<file path="src/hdl/tqpb_pkg.sv">
// Package for the two-queue page buffer policy: status codes, sequencer states.
// No dependencies.
`timescale 1ns / 1ps
`default_nettype none
package tqpb_pkg;
  localparam int FRAMES_DEF = 16;
  localparam int PIN_W = 16;
  localparam logic [PIN_W-1:0] PIN_MAX = '1;

  typedef enum logic [2:0] {
    ST_HIT       = 3'd0,
    ST_FREE      = 3'd1,
    ST_FIFO_EVICT = 3'd2,
    ST_LRU_EVICT = 3'd3,
    ST_ALL_PINNED = 3'd4,
    ST_UNFIX_OK  = 3'd5,
    ST_UNFIX_ERR = 3'd6
  } status_t;

  typedef enum logic [3:0] {
    S_IDLE,
    S_LOOK,
    S_DECIDE,
    S_SCAN_F,
    S_SCAN_L,
    S_VREAD,
    S_DROP,
    S_FIND,
    S_SHIFT,
    S_PUSH,
    S_OUT
  } state_t;
endpackage
`default_nettype wire

</file>
<file path="src/hdl/two_queue_page_buffer_policy.sv">
// Top level of the two-queue (FIFO + LRU) page replacement policy.
// Depends on tqpb_pkg.
//
// channel  dir  handshake          payload
// s_axis   in   tvalid/tready      tdata {mark_dirty, page_id, kind}, tuser none
// m_axis   out  tvalid/tready      tdata {victim_dirty, victim_page_id,
//                                          victim_valid, frame_slot, status}
// cfg      in   cfg_we             cfg_data = frames_in_use
//
// A request moves one frame per cycle through the lookup, then does a
// queue scan, then one queue entry per cycle for the drop shift, all
// through a single compare unit.
// Reset (rst, synchronous) empties the queues and frees every frame.
// s_tready is low while a request is in progress or its result waits.
`timescale 1ns / 1ps
`default_nettype none
module two_queue_page_buffer_policy
  import tqpb_pkg::*;
#(
  parameter int FRAMES = tqpb_pkg::FRAMES_DEF
) (
  input  wire logic         clk,
  input  wire logic         rst,
  input  wire logic         cfg_we,
  input  wire logic [4:0]   cfg_data,
  input  wire logic         s_tvalid,
  output logic              s_tready,
  input  wire logic [71:0]  s_tdata,   // kind[0], page_id[64:1], mark_dirty[65]
  output logic              m_tvalid,
  input  wire logic         m_tready,
  output logic [79:0]       m_tdata    // status[2:0], frame_slot[6:3],
                                       // victim_valid[7], victim_page_id[71:8],
                                       // victim_dirty[72]
);
  localparam int FW = $clog2(FRAMES);
  localparam int CW = $clog2(FRAMES + 1);

  logic [63:0]      frame_page [FRAMES];
  logic [FRAMES-1:0] frame_valid;
  logic [PIN_W-1:0] pin_count [FRAMES];
  logic [FRAMES-1:0] frame_dirty;
  logic [FW-1:0]    fifo_order [FRAMES];
  logic [FW-1:0]    lru_order [FRAMES];
  logic [CW-1:0]    fifo_length, lru_length;
  logic [4:0]       frames_in_use;

  state_t state, state_next;
  logic [CW-1:0] idx;
  logic          kind_r, dirty_r;
  logic [63:0]   page_r;
  logic          hit;
  logic [FW-1:0] hit_f, free_f, tgt;
  logic          free_ok;
  logic [CW-1:0] used;
  logic          q_lru;      // queue being worked: 1 lru, 0 fifo
  logic [CW-1:0] pos;
  logic [2:0]    status_r;
  logic          vvalid_r, vdirty_r;
  logic [63:0]   vpage_r;
  logic          push_lru;   // after drop: 1 push to lru tail, 0 to fifo, with push_en
  logic          push_en;
  logic [CW-1:0] limit;

  always_comb begin
    limit = (frames_in_use == 5'd0) ? CW'(1) :
            ({27'd0, frames_in_use} > FRAMES) ? CW'(FRAMES) : CW'(frames_in_use);
  end

  wire [FW-1:0] idx_f = idx[FW-1:0];
  wire [FW-1:0] qent = q_lru ? lru_order[idx_f] : fifo_order[idx_f];
  wire [CW-1:0] qlen = q_lru ? lru_length : fifo_length;

  assign s_tready = (state == S_IDLE);

  always_comb begin
    state_next = state;
    case (state)
      S_IDLE:   if (s_tvalid) state_next = S_LOOK;
      S_LOOK:   if (idx == CW'(FRAMES - 1)) state_next = S_DECIDE;
      S_DECIDE: begin
        if (kind_r) begin
          if (!hit || pin_count[hit_f] == '0) state_next = S_OUT;
          else state_next = S_FIND;
        end else if (hit) state_next = S_FIND;
        else if (used < limit && free_ok) state_next = S_PUSH;
        else state_next = S_SCAN_F;
      end
      S_SCAN_F, S_SCAN_L: begin
        if (idx < qlen && idx < CW'(FRAMES)) begin
          if (pin_count[qent] == '0) state_next = S_VREAD;
        end else if (!q_lru) state_next = S_SCAN_L;
        else state_next = S_OUT;
      end
      S_VREAD:  state_next = S_SHIFT;
      S_FIND: begin
        if (idx < qlen && idx < CW'(FRAMES)) begin
          if (qent == tgt) state_next = S_SHIFT;
        end else if (!(status_r == ST_HIT && q_lru)) begin
          state_next = (status_r == ST_HIT) ? S_PUSH : S_OUT;
        end
      end
      S_SHIFT:  if (!(idx + CW'(1) < qlen)) state_next = push_en ? S_PUSH : S_OUT;
      S_PUSH:   state_next = S_OUT;
      S_OUT:    if (m_tvalid && m_tready) state_next = S_IDLE;
      default:  state_next = S_IDLE;
    endcase
  end

  always_ff @(posedge clk) begin
    if (rst) state <= S_IDLE;
    else state <= state_next;
  end

  always_ff @(posedge clk) begin
    if (rst) begin
      frame_valid <= '0;
      frame_dirty <= '0;
      fifo_length <= '0;
      lru_length <= '0;
      frames_in_use <= 5'd16;
      m_tvalid <= 1'b0;
      for (int i = 0; i < FRAMES; i++) pin_count[i] <= '0;
    end else begin
      if (cfg_we) frames_in_use <= cfg_data;
      case (state)
        S_IDLE: if (s_tvalid) begin
          kind_r <= s_tdata[0];
          page_r <= s_tdata[64:1];
          dirty_r <= s_tdata[65];
          idx <= '0;
          hit <= 1'b0;
          free_ok <= 1'b0;
          used <= '0;
          vvalid_r <= 1'b0;
          vdirty_r <= 1'b0;
          vpage_r <= '0;
          push_en <= 1'b0;
        end
        S_LOOK: begin
          if (frame_valid[idx_f]) begin
            used <= used + CW'(1);
            if (frame_page[idx_f] == page_r && !hit) begin
              hit <= 1'b1;
              hit_f <= idx_f;
            end
          end else if (!free_ok) begin
            free_ok <= 1'b1;
            free_f <= idx_f;
          end
          idx <= idx + CW'(1);
        end
        S_DECIDE: begin
          idx <= '0;
          if (kind_r) begin
            if (!hit || pin_count[hit_f] == '0) begin
              status_r <= ST_UNFIX_ERR;
              tgt <= '0;
            end else begin
              pin_count[hit_f] <= pin_count[hit_f] - PIN_W'(1);
              frame_dirty[hit_f] <= dirty_r;
              status_r <= ST_UNFIX_OK;
              tgt <= hit_f;
              q_lru <= 1'b1;
              push_lru <= 1'b1;
            end
          end else if (hit) begin
            if (pin_count[hit_f] != PIN_MAX) pin_count[hit_f] <= pin_count[hit_f] + PIN_W'(1);
            status_r <= ST_HIT;
            tgt <= hit_f;
            q_lru <= 1'b1;
            push_lru <= 1'b1;
            push_en <= 1'b1;
          end else if (used < limit && free_ok) begin
            status_r <= ST_FREE;
            tgt <= free_f;
            push_lru <= 1'b0;
            push_en <= 1'b1;
          end else begin
            q_lru <= 1'b0;
            push_lru <= 1'b0;
            push_en <= 1'b1;
          end
        end
        S_SCAN_F, S_SCAN_L: begin
          if (idx < qlen && idx < CW'(FRAMES)) begin
            if (pin_count[qent] == '0) begin
              tgt <= qent;
              pos <= idx;
              status_r <= q_lru ? ST_LRU_EVICT : ST_FIFO_EVICT;
            end else idx <= idx + CW'(1);
          end else if (!q_lru) begin
            q_lru <= 1'b1;
            idx <= '0;
          end else begin
            status_r <= ST_ALL_PINNED;
            tgt <= '0;
          end
        end
        S_VREAD: begin
          vvalid_r <= 1'b1;
          vpage_r <= frame_page[tgt];
          vdirty_r <= frame_dirty[tgt];
          idx <= pos;
        end
        S_FIND: begin
          // look for tgt in the chosen queue; on a fix miss from lru, try fifo
          if (idx < qlen && idx < CW'(FRAMES)) begin
            if (qent != tgt) idx <= idx + CW'(1);
            else if (status_r == ST_UNFIX_OK) push_en <= 1'b1;
          end else if (status_r == ST_HIT && q_lru) begin
            q_lru <= 1'b0;
            idx <= '0;
          end
        end
        S_SHIFT: begin
          if (idx + CW'(1) < qlen) begin
            if (q_lru) lru_order[idx_f] <= lru_order[FW'(idx + CW'(1))];
            else fifo_order[idx_f] <= fifo_order[FW'(idx + CW'(1))];
            idx <= idx + CW'(1);
          end else begin
            if (q_lru) lru_length <= lru_length - CW'(1);
            else fifo_length <= fifo_length - CW'(1);
          end
        end
        S_PUSH: begin
          if (push_lru) begin
            if (lru_length < CW'(FRAMES)) begin
              lru_order[lru_length[FW-1:0]] <= tgt;
              lru_length <= lru_length + CW'(1);
            end
          end else begin
            if (fifo_length < CW'(FRAMES)) begin
              fifo_order[fifo_length[FW-1:0]] <= tgt;
              fifo_length <= fifo_length + CW'(1);
            end
            frame_valid[tgt] <= 1'b1;
            frame_page[tgt] <= page_r;
            pin_count[tgt] <= PIN_W'(1);
            frame_dirty[tgt] <= 1'b0;
          end
        end
        S_OUT: begin
          if (m_tvalid && m_tready) m_tvalid <= 1'b0;
          else m_tvalid <= 1'b1;
        end
        default: m_tvalid <= 1'b0;
      endcase
    end
  end

  assign m_tdata = {7'd0, vdirty_r, vpage_r, vvalid_r, 4'(tgt), status_r};

  a_ready_idle: assert property (@(posedge clk) disable iff (rst)
    s_tready |-> !m_tvalid) else $error("ready while result pending");
  a_len_fifo: assert property (@(posedge clk) disable iff (rst)
    fifo_length <= CW'(FRAMES)) else $error("fifo length overflow");
  a_len_lru: assert property (@(posedge clk) disable iff (rst)
    lru_length <= CW'(FRAMES)) else $error("lru length overflow");
  a_victim: assert property (@(posedge clk) disable iff (rst)
    m_tvalid |-> (vvalid_r == (status_r == ST_FIFO_EVICT || status_r == ST_LRU_EVICT)))
    else $error("victim flag mismatch");
endmodule
`default_nettype wire

</file>
<file path="config.mk">
export PLATFORM = sky130hd
export DESIGN_NAME = two_queue_page_buffer_policy
export DESIGN_NICKNAME = d
export VERILOG_FILES = /design/src/hdl/tqpb_pkg.sv /design/src/hdl/two_queue_page_buffer_policy.sv
export SDC_FILE = /design/constraint.sdc
export NUM_CORES = 2
export LEC_CHECK = 0
export BUFFER_PORTS_ARGS = -buffer_cell sky130_fd_sc_hd__buf_2
export CAP_MARGIN = 40
export CORE_MARGIN = 3
export CORE_UTILIZATION = 60
export CTS_BUF_LIST = sky130_fd_sc_hd__clkbuf_4 sky130_fd_sc_hd__clkbuf_8
export CTS_CLUSTER_SIZE = 40
export DETAILED_ROUTE_END_ITERATION = 8
export GPL_ROUTABILITY_DRIVEN = 0
export PLACE_DENSITY = 0.75
export SYNTH_ARGS = -nofsm -noshare
export SYNTH_HDL_FRONTEND = slang
export SYNTH_SLANG_ARGS = --single-unit
</file>
<file path="constraint.sdc">
create_clock -name clk -period 10.1 [get_ports clk]
set_input_delay 1.01 -clock clk [delete_from_list [all_inputs] [get_ports clk]]
set_output_delay 1.01 -clock clk [all_outputs]
set_load 0.01 [all_outputs]
</file>
==> metrics.md <==
| Metric | Value |
|---|---|
| Status | completed |
| Clk_lat worst skew | 1.01 ns |
| Syn Inst Count | about 4,200 |
| Delay-heaviest family, CP | compound AO/OA/AOI/OAI gates |
| Fin area | ~84,000 um^2 |
| Synth Warn # | 0 |
| Slew of the pin with the lowest slew margin | 1.03 ns |
| Max FO, Critical Path | 33 |
| WL per Instance | between 30 and 40 um |
| Post-synth EDFFs | 1,575 |
| Worst min path class | input pin to flop |
| Setup Skew | slightly below 0.07 ns |
| Avg Synthesized Cell Area | 18.0 um^2 |
| Cell variety after synth | 73 |
| TritonCTS buffer count | between 200 and 300 |
| Final net count | roughly 4,600 |
| Clock H-tree levels | 5 |
| Synth area leader | edfxtp_1 |
| Crit-path cells | buf_4 -> mux4_2 -> a22oi_1 -> nand2_1 -> nand4_1 -> nor4_1 -> nor4b_1 -> buf_4 -> inv_1 -> ha_1 -> a21oi_1 -> o21ai_1 -> a31o_2 -> a21o_1 -> a21oi_1 -> o21ai_1 -> a211o_1 -> a21oi_1 -> xor2_1 -> buf_4 -> nor3_1 |
| Cts hold-fix bufs | 0 |
| Initial antenna violation count | 4 |
| Port bufs | 150 |
| Worst Setup Start Kind | flop |
| Final wirelength | about 200,000 um |
| Share of layout cells above drive strength 1 | between 30% and 40% |
| Vias in the first global route | 45,000 |
| Most instantiated library cell after synthesis | edfxtp_1 |
| Total global-route track usage | 31.0% |
| Worst rel slew slack | 31.5% |
| Final setup vio count | 0 |
| Placed Area | slightly below 80,000 um^2 |
| CTS Root Cell | clkbuf_8 |
| Area grow syn2layout | 11.0% |
| Slowest cell on the critical path | dfxtp_4 |
| Leak pwr | about 27 nW |
| First-pass GRT wire length | 296,000 um |
| GR Overflow Total | 0 |
| Pwr Density | between 200 and 250 nW/um^2 |
| Fin crit share | roughly 66% |
| Setup TNS | 0 ns |
| CP endpoint kind | flop |
| Top-level I/O count | 164 |
| Initial Util | between 60% and 70% |
| FF+latch count, synth | about 1,600 |
| Mapped Area | 75,900 um^2 |
| Largest cells by area after synthesis | edfxtp_1 62%, mux4_2 22%, dfxtp_1 1.7% |
| CTS max path bufs | 4 |
| Buf+Inv Stages, Crit Path | 4 |
| Layout fillers | between 8,000 and 9,000 |
| Multi-input logic area | about 26,000 um^2 |
| Sequential element share of the synthesized area | ~64% |
| Post-CTS Setup Bufs | 0 |
| Detailed placer's ending HPWL | 123,000 um |
| Largest net degree at the start of global routing | around 150 |
| Clock transition at the registers of the reported paths | approximately 0.060 ns |
| Final hold vios | 0 |
| Ys async rst share | 0% |
| Max Slew Vio Count | 0 |
| Synth top area share | between 60% and 70% |
| Routed Antenna Nets | 0 |
| DR DRC count | 0 |
| Post_cts resized | 0 |
| Worst vdd ir | 159 uV |
| Die Ht | between 300 and 400 um |
| Core footprint | between 100,000 and 150,000 um^2 |
| Min Tclk post-route | 6.66 ns |
| Top FF cell, synth | edfxtp_1 |
| Setup Crit Path Kind | flop to flop |
| Die W | approximately 360 um |
| CP max stage delay | 0.77 ns |
| Clock Sinks | approximately 1,600 |
| Vias after detailed routing | 44,500 |
| Data arrival time of the critical path | 7.34 ns |
| Worst EP required | approximately 11 ns |
| Commonest cells in the netlist | 1,575 x edfxtp_1, 733 x mux4_2, 301 x nor2_1 |
| Vias/cell | around 7 |
| Sequential cell area | just under 50,000 um^2 |
| Max cap viols | 0 |
| Fmax | roughly 150 MHz |
| Die area | roughly 130,000 um^2 |
| TritonRoute pass-1 iters | 6 |
| Drt initial violations | approximately 6,400 |
| CTS tree | yes |
| RSZ-0062 raised after global routing | no |
| Rows | roughly 130 |
state kept, by name, indices dropped and copies added, names as in the netlist, 3 cells and up, named ones only:
signal	cells
free_f	4
fifo_length	5
frame_dirty	16
page_r	64
frame_page	1024
frame_valid	16
lru_length	5
fifo_order	64
vpage_r	64
tgt	4
used	5
idx	5
pin_count	256
frames_in_use	5
status_r	3
hit_f	4
lru_order	64
state	4
pos	5
routing by layer:
metal | vias to the layer above | share of wire, % | GRT usage [%] | routed length, um
li1 | 18100 | - | - | -
met3 | 465 | 12 | 7.68 | 24800
met2 | 3177 | 47 | 47.1 | 93500
met1 | 22700 | 37 | 44.9 | 74900
met5 | - | 0 | 0 | 0
met4 | 0 | 3.5 | 10.7 | 7060
layout by cell type (no fill, tap or decap), types with 37 or more instances in the layout:
cell type | synthesis | layout
a22oi_1 | 50 | 50
edfxtp_1 | 1575 | 1575
clkbuf_8 | 0 | 297
nor4_1 | 98 | 97
dfxtp_1 | 64 | 54
ha_1 | 39 | 38
o21ai_0 | 53 | 41
and2_1 | 76 | 76
mux2i_1 | 117 | 117
clkinv_1 | 1 | 56
nand2_1 | 162 | 162
buf_2 | 44 | 153
nor2_1 | 301 | 284
xor2_1 | 38 | 37
nor3_1 | 121 | 120
xnor2_1 | 56 | 56
a21oi_1 | 70 | 70
mux4_2 | 733 | 733
clkbuf_4 | 0 | 84
buf_4 | 25 | 94
through the flow:
step           power, W  std cells  hold WS [ns]  util, %  setup WS [ns]
2_1_floorplan    0.0129       4223         0.421        -           1.72
3_3_place_gp     0.0144       5811         0.429     62.9           3.56
3_5_place_dp     0.0146       5840         0.436     63.4           3.53
4_1_cts          0.0202       6317        0.0946     67.6           3.49
5_1_grt          0.0210       6322         0.133     67.6           3.04
6_report         0.0201       6322         0.186     67.6           3.44
cell families (layout without fill, tap and decap cells):
| kind of cell | count (synthesis) | after routing | share of synthesized area (%) |
|---|---|---|---|
| AO/OA/AOI/OAI | 336 | 336 | 2.91 |
| XOR/XNOR | 94 | 94 | 1.09 |
| adder cells (fa/ha/maj) | 42 | 42 | 0.722 |
| buffers and inverters | 332 | 790 | 1.91 |
| flip-flops | 1639 | 1639 | 64.0 |
| multiplexers | 872 | 872 | 23.6 |
| other | 1 | 11 | 0.00494 |
| AND/OR/NAND/NOR | 901 | 901 | 5.70 |
where the power goes:
group / switching (W) / total [W] / internal, W / leakage, nW
logic: 0.00314 / 0.00591 / 0.00277 / 9.38
registers: 0.000466 / 0.00852 / 0.00805 / 15.1
clock network: 0.00263 / 0.00570 / 0.00307 / 2.77
cell type report:
class                   count  area share [%]
clock buffers             381            5.60
well taps                1637            2.43
diodes                      4          0.0119
repair buffers            278            2.60
clock inverters            96           0.569
inverters                  35           0.159
multi-input cells        2252            30.9
flip-flops and latches   1639            57.7
final timing paths:
path | startpoint | endpoint | slack [ns] | cells past startpoint
max reg2reg | flop | pin_count[11][14] | 3.44 | 21
min | s_tdata[38] | page_r[37] | 0.19 | 1
max | flop | pin_count[11][14] | 3.44 | 21
min reg2reg | frame_valid[2] | frame_valid[2] | 0.45 | 1
No activity file was read; power rests on OpenSTA's default activity.
